$ cat src/hw/rtl/mci2t_pkg.sv
// Shared types and constants for the motor current i2t monitor.
// Depends on nothing; every other RTL file imports it.
`default_nettype none

package mci2t_pkg;

  localparam int NUM_JOINTS = 4;
  localparam int JOINT_W    = 2;
  localparam int ACC_W      = 31;
  localparam int LIMIT_W    = 15;
  localparam int COEF_W     = 16;
  localparam int CUR_W      = 16;
  localparam int MAG_W      = 15;
  localparam int MUL_A_W    = 16;
  localparam int MUL_B_W    = 31;
  localparam int PROD_W     = MUL_A_W + MUL_B_W;
  localparam int ADDR_W     = 5;

  localparam logic [ACC_W-1:0] ACC_MAX = {ACC_W{1'b1}};

  localparam logic [COEF_W-1:0]  GAIN_RESET   = 16'd3198;
  localparam logic [COEF_W-1:0]  DECAY_RESET  = 16'd64789;
  localparam logic [COEF_W-1:0]  WEIGHT_RESET = 16'd1459;
  localparam logic [LIMIT_W-1:0] LIMIT_RESET  = 15'd1600;

  typedef enum logic [2:0] {
    REG_MODE   = 3'd0,
    REG_GAIN   = 3'd1,
    REG_DECAY  = 3'd2,
    REG_WEIGHT = 3'd3,
    REG_LIMIT0 = 3'd4,
    REG_LIMIT1 = 3'd5,
    REG_LIMIT2 = 3'd6,
    REG_LIMIT3 = 3'd7
  } reg_idx_t;

  typedef struct packed {
    logic                                mode;
    logic [COEF_W-1:0]                   gain;
    logic [COEF_W-1:0]                   decay;
    logic [COEF_W-1:0]                   weight;
    logic [NUM_JOINTS-1:0][LIMIT_W-1:0]  limit;
  } cfg_t;

  typedef struct packed {
    logic load_item;
    logic scale;
    logic mul_a;
    logic mul_b;
    logic finish;
  } cmd_t;

  typedef enum logic [2:0] {
    S_IDLE,
    S_SCALE,
    S_MUL_A,
    S_MUL_B,
    S_FIN
  } state_t;

endpackage

`default_nettype wire

$ cat src/hw/rtl/mci2t_regs.sv
// Configuration register file behind the APB-style port.
// Depends on mci2t_pkg for the register map and the cfg_t bundle.
`default_nettype none

module mci2t_regs
  import mci2t_pkg::*;
(
  input  wire logic              clk,
  input  wire logic              rst_n,
  input  wire logic              psel,
  input  wire logic              penable,
  input  wire logic              pwrite,
  input  wire logic [ADDR_W-1:0] paddr,
  input  wire logic [31:0]       pwdata,
  output logic      [31:0]       prdata,
  output logic                   pready,
  output cfg_t                   cfg
);

  cfg_t     cfg_r;
  cfg_t     cfg_nxt;
  reg_idx_t idx;

  assign idx    = reg_idx_t'(paddr[ADDR_W-1:2]);
  assign pready = 1'b1;
  assign cfg    = cfg_r;

  always_comb begin
    cfg_nxt = cfg_r;
    if (psel && penable && pwrite) begin
      case (idx)
        REG_MODE:   cfg_nxt.mode     = pwdata[0];
        REG_GAIN:   cfg_nxt.gain     = pwdata[COEF_W-1:0];
        REG_DECAY:  cfg_nxt.decay    = pwdata[COEF_W-1:0];
        REG_WEIGHT: cfg_nxt.weight   = pwdata[COEF_W-1:0];
        REG_LIMIT0: cfg_nxt.limit[0] = pwdata[LIMIT_W-1:0];
        REG_LIMIT1: cfg_nxt.limit[1] = pwdata[LIMIT_W-1:0];
        REG_LIMIT2: cfg_nxt.limit[2] = pwdata[LIMIT_W-1:0];
        REG_LIMIT3: cfg_nxt.limit[3] = pwdata[LIMIT_W-1:0];
        default:    cfg_nxt = cfg_r;
      endcase
    end
  end

  always_ff @(posedge clk) begin
    if (!rst_n) begin
      cfg_r.mode   <= 1'b0;
      cfg_r.gain   <= GAIN_RESET;
      cfg_r.decay  <= DECAY_RESET;
      cfg_r.weight <= WEIGHT_RESET;
      for (int i = 0; i < NUM_JOINTS; i++) begin
        cfg_r.limit[i] <= LIMIT_RESET;
      end
    end else begin
      cfg_r <= cfg_nxt;
    end
  end

  always_comb begin
    case (idx)
      REG_MODE:   prdata = {31'd0, cfg_r.mode};
      REG_GAIN:   prdata = {16'd0, cfg_r.gain};
      REG_DECAY:  prdata = {16'd0, cfg_r.decay};
      REG_WEIGHT: prdata = {16'd0, cfg_r.weight};
      REG_LIMIT0: prdata = {17'd0, cfg_r.limit[0]};
      REG_LIMIT1: prdata = {17'd0, cfg_r.limit[1]};
      REG_LIMIT2: prdata = {17'd0, cfg_r.limit[2]};
      REG_LIMIT3: prdata = {17'd0, cfg_r.limit[3]};
      default:    prdata = 32'd0;
    endcase
  end

endmodule

`default_nettype wire

$ cat src/hw/rtl/mci2t_ctrl.sv
// Sequencer for the monitor: steps one word through scale, two multiply
// passes and the final update, and owns the result valid flag. Uses mci2t_pkg.
`default_nettype none

module mci2t_ctrl
  import mci2t_pkg::*;
(
  input  wire logic clk,
  input  wire logic rst_n,
  input  wire logic in_valid,
  output logic      in_stall,
  output logic      out_valid,
  input  wire logic out_stall,
  output cmd_t      cmd
);

  state_t state_r;
  state_t state_nxt;
  logic   out_valid_r;
  logic   out_valid_nxt;

  assign in_stall  = (state_r != S_IDLE);
  assign out_valid = out_valid_r;

  always_ff @(posedge clk) begin
    if (!rst_n) begin
      state_r     <= S_IDLE;
      out_valid_r <= 1'b0;
    end else begin
      state_r     <= state_nxt;
      out_valid_r <= out_valid_nxt;
    end
  end

  always_comb begin
    state_nxt     = state_r;
    cmd           = '0;
    out_valid_nxt = out_valid_r && out_stall;
    case (state_r)
      S_IDLE: begin
        if (in_valid) begin
          cmd.load_item = 1'b1;
          state_nxt     = S_SCALE;
        end
      end
      S_SCALE: begin
        cmd.scale = 1'b1;
        state_nxt = S_MUL_A;
      end
      S_MUL_A: begin
        cmd.mul_a = 1'b1;
        state_nxt = S_MUL_B;
      end
      S_MUL_B: begin
        cmd.mul_b = 1'b1;
        state_nxt = S_FIN;
      end
      S_FIN: begin
        // hold until the result register is free
        if (!out_valid_r || !out_stall) begin
          cmd.finish    = 1'b1;
          out_valid_nxt = 1'b1;
          state_nxt     = S_IDLE;
        end
      end
      default: state_nxt = S_IDLE;
    endcase
  end

  a_accept_starts: assert property (@(posedge clk) disable iff (!rst_n)
    (in_valid && !in_stall) |=> (state_r == S_SCALE))
    else $error("accepted word did not start the scale step");

  a_finish_valid: assert property (@(posedge clk) disable iff (!rst_n)
    (state_r == S_FIN && (!out_valid_r || !out_stall)) |=> out_valid_r)
    else $error("finished word not presented on the result side");

  a_no_overwrite: assert property (@(posedge clk) disable iff (!rst_n)
    (out_valid_r && out_stall) |-> !cmd.finish)
    else $error("result register overwritten while stalled");

endmodule

`default_nettype wire

$ cat src/hw/rtl/mci2t_datapath.sv
// Datapath: per-joint current and accumulator state, one shared 16x31
// multiplier, the add/clamp logic and the result register. Uses mci2t_pkg.
`default_nettype none

module mci2t_datapath
  import mci2t_pkg::*;
(
  input  wire logic               clk,
  input  wire logic               rst_n,
  input  wire cmd_t               cmd,
  input  wire cfg_t               cfg,
  input  wire logic [JOINT_W-1:0] in_joint,
  input  wire logic [14:0]        in_raw_sample,
  input  wire logic               in_positive_direction,
  output logic signed [CUR_W-1:0] out_current_ma,
  output logic [ACC_W-1:0]        out_accumulator
);

  logic signed [CUR_W-1:0] present_r  [NUM_JOINTS];
  logic [ACC_W-1:0]        acc_r      [NUM_JOINTS];

  logic [JOINT_W-1:0]      joint_r;
  logic [14:0]             raw_r;
  logic                    pos_r;
  logic [MAG_W-1:0]        mag_r;
  logic [MAG_W-1:0]        prev_mag_r;
  logic                    e_pos_r;
  logic [PROD_W-1:0]       prod_r;
  logic [PROD_W:0]         sum_r;
  logic signed [CUR_W-1:0] cur_ma_r;
  logic [ACC_W-1:0]        acc_out_r;

  logic [MUL_A_W-1:0]      mul_a;
  logic [MUL_B_W-1:0]      mul_b;
  logic [PROD_W-1:0]       mul_p;
  logic signed [CUR_W-1:0] cur_new;
  logic signed [CUR_W-1:0] present_sel;
  logic [CUR_W-1:0]        present_abs;
  logic [CUR_W-1:0]        excess;
  logic [CUR_W-1:0]        excess_abs;
  logic [CUR_W-1:0]        mag_sum;
  logic [ACC_W-1:0]        acc_old;
  logic [31:0]             acc_up;
  logic [29:0]             sq;
  logic [31:0]             filt;
  logic [ACC_W-1:0]        acc_new;

  assign mul_p = {{(PROD_W-MUL_A_W){1'b0}}, mul_a} * {{(PROD_W-MUL_B_W){1'b0}}, mul_b};

  assign cur_new     = pos_r ? $signed({1'b0, mag_r}) : -$signed({1'b0, mag_r});
  assign present_sel = present_r[joint_r];
  assign present_abs = present_sel[CUR_W-1] ? -present_sel : present_sel;
  assign excess      = {1'b0, mag_r} - {1'b0, cfg.limit[joint_r]};
  assign excess_abs  = excess[CUR_W-1] ? -excess : excess;
  assign mag_sum     = {1'b0, mag_r} + {1'b0, prev_mag_r};
  assign acc_old     = acc_r[joint_r];
  assign sq          = prod_r[29:0];
  assign acc_up      = {1'b0, acc_old} + {2'b0, sq};
  assign filt        = sum_r[47:16];

  // operand select for the shared multiplier
  always_comb begin
    mul_a = '0;
    mul_b = '0;
    if (cmd.scale) begin
      mul_a = cfg.gain;
      mul_b = {16'd0, raw_r};
    end else if (cmd.mul_a) begin
      if (cfg.mode) begin
        mul_a = excess_abs;
        mul_b = {15'd0, excess_abs};
      end else begin
        mul_a = cfg.decay;
        mul_b = acc_old;
      end
    end else if (cmd.mul_b) begin
      mul_a = cfg.weight;
      mul_b = {15'd0, mag_sum};
    end
  end

  always_comb begin
    if (!cfg.mode) begin
      acc_new = filt[31] ? ACC_MAX : filt[ACC_W-1:0];
    end else if (e_pos_r) begin
      acc_new = acc_up[31] ? ACC_MAX : acc_up[ACC_W-1:0];
    end else if ({1'b0, sq} > acc_old) begin
      acc_new = '0;
    end else begin
      acc_new = acc_old - {1'b0, sq};
    end
  end

  always_ff @(posedge clk) begin
    if (!rst_n) begin
      for (int i = 0; i < NUM_JOINTS; i++) begin
        present_r[i]  <= '0;
        acc_r[i]      <= '0;
      end
    end else begin
      if (cmd.mul_a) begin
        present_r[joint_r]  <= cur_new;
      end
      if (cmd.finish) begin
        acc_r[joint_r] <= acc_new;
      end
    end
  end

  always_ff @(posedge clk) begin
    if (cmd.load_item) begin
      joint_r <= in_joint;
      raw_r   <= in_raw_sample;
      pos_r   <= in_positive_direction;
    end
    if (cmd.scale) begin
      mag_r      <= mul_p[30:16];
      prev_mag_r <= present_abs[MAG_W-1:0];
    end
    if (cmd.mul_a) begin
      prod_r  <= mul_p;
      e_pos_r <= !excess[CUR_W-1] && (excess != '0);
    end
    if (cmd.mul_b) begin
      // a1*acc plus a2*256*(|prev|+|cur|)
      sum_r <= {1'b0, prod_r} + {7'd0, mul_p[32:0], 8'd0};
    end
    if (cmd.finish) begin
      cur_ma_r  <= present_r[joint_r];
      acc_out_r <= acc_new;
    end
  end

  assign out_current_ma  = cur_ma_r;
  assign out_accumulator = acc_out_r;

endmodule

`default_nettype wire

$ cat src/hw/rtl/motor_current_i2t_monitor.sv
// Top level of the motor current i2t monitor: register file, sequencer and datapath.
// Depends on mci2t_pkg, mci2t_regs, mci2t_ctrl and mci2t_datapath.
//
// Each word names a joint, a raw converter sample and a direction; the block
// returns the signed current in mA and the joint's updated heat accumulator
// (a first-order filter of the current magnitude, or an i2t sum of the signed
// square of the excess over the joint's limit, clamped to 0..2^31-1). A word is
// taken while the sequencer is idle and its result lands in the result register
// after four steps of the sequencer, three of which use the single shared
// 16x31 multiplier (scale, then decay or excess square, then input weight).
// The input is stalled during those steps, so a new word is taken only once the
// sequencer is back in idle; a result stalled at the output holds the last step
// until it is taken. Configuration sits at byte addresses 4*i and must be
// written only while no word is in flight.
`default_nettype none

module motor_current_i2t_monitor
  import mci2t_pkg::*;
(
  input  wire logic               clk,
  input  wire logic               rst_n,
  input  wire logic               in_valid,
  output logic                    in_stall,
  input  wire logic [JOINT_W-1:0] in_joint,
  input  wire logic [14:0]        in_raw_sample,
  input  wire logic               in_positive_direction,
  output logic                    out_valid,
  input  wire logic               out_stall,
  output logic signed [CUR_W-1:0] out_current_ma,
  output logic [ACC_W-1:0]        out_accumulator,
  input  wire logic               psel,
  input  wire logic               penable,
  input  wire logic               pwrite,
  input  wire logic [ADDR_W-1:0]  paddr,
  input  wire logic [31:0]        pwdata,
  output logic [31:0]             prdata,
  output logic                    pready
);

  cfg_t cfg;
  cmd_t cmd;

  mci2t_regs u_regs (
    .clk     (clk),
    .rst_n   (rst_n),
    .psel    (psel),
    .penable (penable),
    .pwrite  (pwrite),
    .paddr   (paddr),
    .pwdata  (pwdata),
    .prdata  (prdata),
    .pready  (pready),
    .cfg     (cfg)
  );

  mci2t_ctrl u_ctrl (
    .clk       (clk),
    .rst_n     (rst_n),
    .in_valid  (in_valid),
    .in_stall  (in_stall),
    .out_valid (out_valid),
    .out_stall (out_stall),
    .cmd       (cmd)
  );

  mci2t_datapath u_dp (
    .clk                   (clk),
    .rst_n                 (rst_n),
    .cmd                   (cmd),
    .cfg                   (cfg),
    .in_joint              (in_joint),
    .in_raw_sample         (in_raw_sample),
    .in_positive_direction (in_positive_direction),
    .out_current_ma        (out_current_ma),
    .out_accumulator       (out_accumulator)
  );

endmodule

`default_nettype wire
$ cat config.mk
export PLATFORM = sky130hd
export DESIGN_NAME = motor_current_i2t_monitor
export DESIGN_NICKNAME = d
export VERILOG_FILES = /design/src/hw/rtl/mci2t_pkg.sv /design/src/hw/rtl/mci2t_regs.sv /design/src/hw/rtl/mci2t_ctrl.sv /design/src/hw/rtl/mci2t_datapath.sv /design/src/hw/rtl/motor_current_i2t_monitor.sv
export SDC_FILE = /design/constraint.sdc
export NUM_CORES = 2
export LEC_CHECK = 0
export ABC_CLOCK_PERIOD_IN_PS = 16500
export BUFFER_PORTS_ARGS = -buffer_cell sky130_fd_sc_hd__buf_2
export CORE_ASPECT_RATIO = 1.5
export CORE_MARGIN = 1.5
export CORE_UTILIZATION = 45
export DETAILED_ROUTE_END_ITERATION = 6
export GPL_TIMING_DRIVEN = 0
export PLACE_DENSITY_LB_ADDON = 0.15
export REMOVE_ABC_BUFFERS = 1
export SLEW_MARGIN = 40
export SYNTH_ARGS = -nofsm -noshare
export SYNTH_HDL_FRONTEND = slang
export SYNTH_SLANG_ARGS = --single-unit
$ cat constraint.sdc
create_clock -name clk -period 16.5 [get_ports clk]
set_input_delay 3.3 -clock clk [delete_from_list [all_inputs] [get_ports clk]]
set_output_delay 3.3 -clock clk [all_outputs]
set_load 0.02 [all_outputs]
## Word level (Yosys, flattened, before mapping)

Memories as Yosys holds them, arrays and structs flattened. A register that Yosys moved wholly into a read port is not among the register bits.
Index checks and enable logic that the tools add are counted.

- Register bits after elaboration: 304
- RAM bits: 188
- Bits of input ports: 62
- Output and inout bits: 82
- Word-level logic and storage cells: 115
- Memories kept: 2

Memory list:

| name | depth | width | read ports | clocked after Yosys merged registers in | write ports | RTL line | text |
|---|---|---|---|---|---|---|---|
| u_dp.acc_r | 4 | 31 | 1 | 1 | 4 | mci2t_datapath.sv:20 | `logic [ACC_W-1:0] acc_r [NUM_JOINTS];` |
| u_dp.present_r | 4 | 16 | 1 | 1 | 4 | mci2t_datapath.sv:19 | `logic signed [CUR_W-1:0] present_r [NUM_JOINTS];` |

- Add/sub/neg operators: 8
- $mul: 1
- Magnitude comparators: 2
- Equal/unequal tests: 13
- Mux-type cells: 46
- Reduce and logical (&&, ||, !) cells: 23

Operator list:

| operator | number |
|---|---|
| 31-bit 2-to-1 mux | 9 |
| 32-bit one-hot mux with 8 select lines | 1 |
| 16-bit 2-to-1 mux | 8 |
| 47-bit by 41-bit adder with 48-bit output | 1 |
| 16-bit by 31-bit multiplier with 47-bit output | 1 |
| 31-bit by 30-bit adder with 32-bit output | 1 |
| 30-bit by 31-bit greater-than comparator with 1-bit output | 1 |
| 31-bit OR reduction | 1 |
| 31-bit by 30-bit subtractor with 31-bit output | 1 |
| 15-bit binary-select mux with 2-bit select | 1 |
| 15-bit 2-to-1 mux | 2 |
| 1-bit 2-to-1 mux | 18 |
| 2-bit AND reduction | 9 |
| 15-bit by 15-bit adder with 16-bit output | 1 |
| 15-bit negator with 16-bit output | 1 |
| 16-bit negator | 1 |
| 16-bit nonzero test | 1 |
| 16-bit OR reduction | 1 |
| 15-bit by 15-bit subtractor with 16-bit output | 1 |
| 3-bit == test (second input constant) | 5 |
| 15-bit negator | 1 |
| 3-bit one-hot mux with 5 select lines | 1 |
| 3-bit by 2-bit == test with 1-bit output (second input constant) | 4 |
| 2-bit 2-to-1 mux | 4 |
| 10 further kinds | 18 |

## Longest topological paths before layout

- Depth in word-level cells: 10
- Depth in mapped cells: 50
- Gate-level depth less buffers: 46

## Hierarchy

A second synthesis with hierarchy kept.

- Cell total of the unflattened synthesis: 4495
- Area total of the unflattened synthesis: 43066.3 um^2

By module, submodules not included:

| module | instances | cells an instance | area an instance (um^2) | seq. area each (um^2) |
|---|---|---|---|---|
| mci2t_datapath | 1 | 3855 | 37692.4 | 10940.5 |
| mci2t_regs | 1 | 619 | 5176.2 | 2182.1 |
| mci2t_ctrl | 1 | 21 | 197.7 | 80.1 |

## Least setup slack after synthesis

No wires, ideal clock.

- Path type: flip-flop to flip-flop
- Start point: register u_dp.joint_r[1]
- End point: register u_dp.sum_r[41] (data pin)
- Library setup time: 0.263 ns
- Data arrival time: 11.233 ns
- Required time: 16.237 ns
- Path slack: 5.004 ns
- Cell stages (with the launch flop): 46
- Path buffers: 3
- Period minus slack after synthesis: 11.496 ns
- Path through: edfxtp_1 -> buf_1 -> clkbuf_1 -> mux4_2 -> ha_1 -> inv_1 -> fa_1 -> a21o_1 -> a221oi_1 -> xor2_1 -> o21ai_1 -> a211oi_2 -> a21oi_1 -> xor2_1 -> a21o_1 -> nor4_4 -> buf_2 -> nand2_1 -> (+10 left out) -> and2_1 -> or4_1 -> o22ai_1 -> nand2b_1 -> a21o_1 -> a21oi_1 -> o21bai_1 -> xor2_1 -> ha_1 -> a21o_1 -> a21o_1 -> a221oi_1 -> o21ai_0 -> o21a_1 -> or4b_1 -> a31oi_1 -> nand3b_1 -> a31oi_1

- Cells in the longest elaborated chain, start to end: 10
- Elaborated cells on any way between the ends: 13
- Those cells by class: add/sub: 3; mul: 1; mux: 9

RTL lines:

| item | RTL line | text |
|---|---|---|
| start: declaration | mci2t_datapath.sv:22 | `logic [JOINT_W-1:0] joint_r;` |
| start signal: assignment | mci2t_datapath.sv:112 | `joint_r <= in_joint;` |
| 15-bit binary-select mux with 2-bit select * | mci2t_datapath.sv:53 | `assign excess = {1'b0, mag_r} - {1'b0, cfg.limit[joint_r]};` |
| 15-bit 2-to-1 mux (not written as such) * | mci2t_datapath.sv:53 |  |
| 15-bit by 15-bit subtractor with 16-bit output * | mci2t_datapath.sv:53 |  |
| 16-bit negator | mci2t_datapath.sv:54 | `assign excess_abs = excess[CUR_W-1] ? -excess : excess;` |
| 16-bit 2-to-1 mux * | mci2t_datapath.sv:54 |  |
| 16-bit 2-to-1 mux / 31-bit 2-to-1 mux (equally long branches) | mci2t_datapath.sv:69 | `if (cfg.mode) begin` |
| 16-bit 2-to-1 mux / 31-bit 2-to-1 mux (equally long branches) | mci2t_datapath.sv:68 | `end else if (cmd.mul_a) begin` |
| 16-bit 2-to-1 mux / 31-bit 2-to-1 mux (equally long branches) | mci2t_datapath.sv:65 | `if (cmd.scale) begin` |
| 16-bit by 31-bit multiplier with 47-bit output * | mci2t_datapath.sv:48 | `assign mul_p = {{(PROD_W-MUL_A_W){1'b0}}, mul_a} * {{(PROD_W-MUL_B_W){1'b0}}, mul_b};` |
| net u_dp.mul_p[15] | mci2t_datapath.sv:35 | `logic [PROD_W-1:0] mul_p;` |
| 47-bit by 41-bit adder with 48-bit output * | mci2t_datapath.sv:126 | `sum_r <= {1'b0, prod_r} + {7'd0, mul_p[32:0], 8'd0};` |
| end signal: assignment | mci2t_datapath.sv:126 |  |
| end: declaration | mci2t_datapath.sv:29 | `logic [PROD_W:0] sum_r;` |

The timed path passes the listed nets; every way through them passes the cells marked *. The select of a mux whose other input is x is not followed.
A chain may end at the register's enable or synchronous reset.

## Worst setup path after layout

- Start point: register u_dp.joint_r[0]
- End point: register u_dp.sum_r[41] (data pin)

The elaborated chain is that of the path after synthesis.

==> tab_implementation.tex <==
\begin{tabular}{lr}
\hline
Metric & Value \\
\hline
\multicolumn{2}{l}{\textbf{Worst hold path}} \\
Startpoint of the most critical hold path & u\_regs.cfg[77]\$\_SDFFE\_PN0P\_ \\
Worst Hold End & u\_regs.cfg[77]\$\_SDFFE\_PN0P\_ \\
Count of cells along the worst hold path & 2 \\
Type of the worst min-delay path & reg -> reg \\
\multicolumn{2}{l}{\textbf{STA}} \\
Maximum clock rate & 0.0744 GHz \\
Final clock skew & 0.0756 ns \\
Final Max Slew Viols & 0 \\
Final-report setup violation count & 0 \\
Clock period minus worst slack & 13.45 ns \\
Worst Setup Slack, final & 3.05 ns \\
Worst-margin pin slew & 0.982 ns \\
Relative slew margins & 34.1\% \\
Tcrit/Tclk final & 81.5\% \\
Fin. Hold Viols & 0 \\
Unrepaired setup endpoints after global routing & false \\
\multicolumn{2}{l}{\textbf{Synth}} \\
Cells after Synth & 4466 \\
Seq/Total Area, Yosys & 30.9\% \\
Top area cells in the synthesized netlist & edfxtp\_1, fa\_1, ha\_1 \\
Number of flops mapped to enable cells by yosys & 363 \\
Most used flip-flop cell after synthesis & edfxtp\_1 \\
Asr flop ratio synth & 0\% \\
Flop and latch count out of synthesis & 478 \\
Number of unique standard cell types used by synthesis & 94 \\
Mapped Avg Cell Area & 9.56 um2 \\
Library cell occupying the most area in the post-synthesis netlist & edfxtp\_1 \\
Top-count cell post-synth & nand2\_1 \\
Post-Syn Area & 42700 um2 \\
Area fraction of the dominant cell type after synthesis & 25.5\% \\
Count of synthesis-stage warnings from yosys & 0 \\
Most instantiated cells after synthesis & nand2\_1, inv\_1, nor2\_1, fa\_1, edfxtp\_1 \\
\multicolumn{2}{l}{\textbf{Routing}} \\
Routed wire length per instance & 23.4 um \\
Total vias in the final route & 33000 \\
Length of the first detailed-routing pass in iterations & 6 \\
Via count normalized by instance count & 5.73 \\
DRC violations left & 0 \\
DRT antenna net count & 0 \\
Drt initial violations & 2320 \\
Post-detailed-routing wire length & 135 mm \\
\multicolumn{2}{l}{\textbf{Placed design}} \\
Number of buffers inserted by port buffering & 108 \\
HPWL reported at the end of detailed placement & 104 mm \\
Final weighted congestion of routability-driven global placement & 0.934 \\
Post-placement setup slack & 3.20 ns \\
\multicolumn{2}{l}{\textbf{Critical path}} \\
Path type of the worst setup path & reg -> reg \\
Arrival time worst endpoint & 13.77 ns \\
Crit path capture type & flip-flop \\
Critical path startpoint category & flip-flop \\
R2R cell count & 42 \\
Capturing point of the worst reg2reg path & u\_dp.sum\_r[41]\$\_DFFE\_PP\_ \\
WP data required & 16.83 ns \\
Worst reg2reg startpoint & u\_dp.joint\_r[0]\$\_DFFE\_PP\_ \\
Critical-path maximum fanout & 10 \\
Library cell contributing the largest single delay on the critical path & xor2\_1 \\
CP most frequent cell & fa\_1 \\
Largest stage delay on the critical path & 0.75 ns \\
Slack of the worst reg-to-reg path & 3.05 ns \\
\multicolumn{2}{l}{\textbf{Clock tree}} \\
Later-pin clock latency in the skew report & 0.65 ns \\
Count of buffers added by post-CTS timing repair for setup & 0 \\
H-Tree Level Count & 2 \\
Maximum buffer depth of the clock tree & 3 \\
Number of buffers created by CTS & 47 \\
Hold-fix buffer count after cts & 0 \\
TritonCTS clock tree & yes \\
Number of clock sinks seen by CTS & 478 \\
Clk pin slew, worst setup/hold paths & 0.06 ns \\
\# resized after CTS & 0 \\
CTS root buf & clkbuf\_16 \\
\multicolumn{2}{l}{\textbf{Flow run}} \\
Max\_cap viols & 0 \\
\multicolumn{2}{l}{\textbf{Pwr}} \\
P per Cell Area & 106 nW/um2 \\
Power consumption & 4.95 mW \\
Leakage Power & 19.5 nW \\
Peak ir drop on the vdd network & 0.0816 mV \\
\multicolumn{2}{l}{\textbf{Floorplanning}} \\
Row cnt & 138 \\
Die span in y & 380 um \\
Die boundary width & 255 um \\
I/O pin cnt & 144 \\
Overall die area & 96800 um2 \\
Core Footprint & 94300 um2 \\
Starting utilization of the core area & 45.3\% \\
\multicolumn{2}{l}{\textbf{Global routing}} \\
Vias in the first global route & 34100 \\
Antenna violations before repair & 3 \\
Overall global routing resource usage & 28.3\% \\
Largest net degree at the start of global routing & 75 \\
Overflow after GRT & 0 \\
Global-route wire length before repair & 205 mm \\
\multicolumn{2}{l}{\textbf{Layout}} \\
Layout net count & 5190 \\
Utilization after layout & 49.6\% \\
Share of cells above drive strength 1 & 10.3\% \\
Layout filler cell count & 8942 \\
Post-synthesis to final-layout area growth & 9.54\% \\
Total inserted antenna cells & 0 \\
\multicolumn{2}{l}{\textbf{Run status}} \\
Run status & complete, no violations \\
\hline
\end{tabular}
==> report_power, final <==
group          internal (mW)  switching (mW)
registers               1.44          0.0790
clock network          0.592           0.494
logic                  0.847            1.50
total                   2.88            2.07
==> cells by family (layout without fill, tap and decap cells) <==
family          count (synthesis)  after routing  share of synthesized area (%)
simple gates                 1576           1576                           16.4
buf+inv                       801            827                           7.28
compound gates                707            707                           11.5
fa+ha+maj                     653            653                           26.3
flops                         478            478                           30.9
xor+xnor                      137            137                           2.81
mux                           112            112                           4.81
other cells                     2             17                         0.0176
==> through the flow <==
step	area (um2)	hold slack, ns	setup TNS (ns)	std cells
final	46800	0.476	0	5767
after global routing	46800	0.499	0	5767
after CTS	46800	0.477	0	5767
after detailed placement	45300	0.469	0	5686
after global placement	43900	0.462	-4.39	5616
after floorplan	41800	0.447	0	4248
==> worst max-delay path, delay by kind of cell (launching register included) <==
| family | cells | cell delay [ns] |
|---|---|---|
| xor gates and xnor gates | 3 | 1.31 |
| muxes | 1 | 0.56 |
| DFF | 1 | 0.67 |
| and+or+nand+nor | 7 | 2.27 |
| adders and majority gates | 9 | 4.13 |
| AOI/OAI and AO/OA | 16 | 3.51 |
| buffers and inverters | 6 | 0.67 |
==> cells in the final DEF (no fill, tap or decap), types with 13 or more instances in the layout <==
cell | synthesis | final
nor2_1 | 418 | 405
a31oi_1 | 30 | 30
o21a_1 | 18 | 18
o211ai_1 | 25 | 25
o221ai_1 | 13 | 13
edfxtp_1 | 363 | 363
mux2i_1 | 25 | 25
o21bai_1 | 26 | 25
o21ai_0 | 101 | 100
mux2_2 | 15 | 15
inv_1 | 565 | 563
nand4_1 | 15 | 15
o22ai_1 | 15 | 15
nor3_1 | 65 | 62
fa_1 | 408 | 408
clkbuf_16 | 0 | 47
buf_4 | 18 | 32
a21o_1 | 52 | 51
nor2b_1 | 37 | 23
and2_1 | 106 | 106
a221oi_1 | 19 | 17
xnor2_1 | 97 | 87
nand2_1 | 704 | 696
conb_1 | 2 | 17
mux4_2 | 68 | 68
ha_1 | 245 | 245
buf_2 | 21 | 114
dfxtp_1 | 115 | 109
a21oi_1 | 171 | 169
a21boi_0 | 80 | 80
xor2_1 | 40 | 38
nand2b_1 | 34 | 34
nand3_1 | 79 | 78
or3_1 | 36 | 35
==> how the worst max path moves through the flow <==
stage	startpoint	endpoint	slack, ns
after floorplan	u_dp.joint_r[0]$_DFFE_PP_	u_dp.sum_r[41]$_DFFE_PP_	4.05
after global placement	u_dp.joint_r[0]$_DFFE_PP_	u_dp.sum_r[43]$_DFFE_PP_	-0.48
after detailed placement	u_dp.joint_r[0]$_DFFE_PP_	u_dp.sum_r[41]$_DFFE_PP_	3.20
after CTS	u_dp.joint_r[0]$_DFFE_PP_	u_dp.sum_r[41]$_DFFE_PP_	3.11
after global routing	u_dp.joint_r[0]$_DFFE_PP_	u_dp.sum_r[41]$_DFFE_PP_	2.54
final	u_dp.joint_r[0]$_DFFE_PP_	u_dp.sum_r[41]$_DFFE_PP_	3.05
==> sequential cells by signal (all words and copies together), names as in the netlist, named ones only <==
name and flops:
u_dp.acc_r 124, u_regs.cfg 109, u_dp.present_r 64, u_dp.prod_r 47
u_dp.sum_r 32, u_dp.out_accumulator 31, u_dp.out_current_ma 16, u_dp.mag_r 15
u_dp.prev_mag_r 15, u_dp.raw_r 15, u_ctrl.state_r 3, u_dp.joint_r 2
u_ctrl.out_valid 1, u_dp.e_pos_r 1, u_dp.pos_r 1
==> layout make-up <==
type                    count  area (um2)  share of cell area, %
flip-flops and latches    478       13200                   28.3
well taps                1260        1580                   3.37
repair buffers            178        1400                   2.98
clock inverters            23         277                  0.591
clock buffers              58        1220                   2.60
inverters                 568        2130                   4.56
multi-input cells        3202       27000                   57.6
==> metal layers <==
| metal | track usage, % | wire [um] | vias to the layer above |
|---|---|---|---|
| li1 | - | - | 14900 |
| met1 | 33.9 | 51700 | 16700 |
| met2 | 49.8 | 68500 | 1104 |
| met3 | 2.76 | 6600 | 341 |
| met4 | 14.8 | 8170 | 2 |
| met5 | 0 | 14 | - |
(Power assumes the default switching activity.)
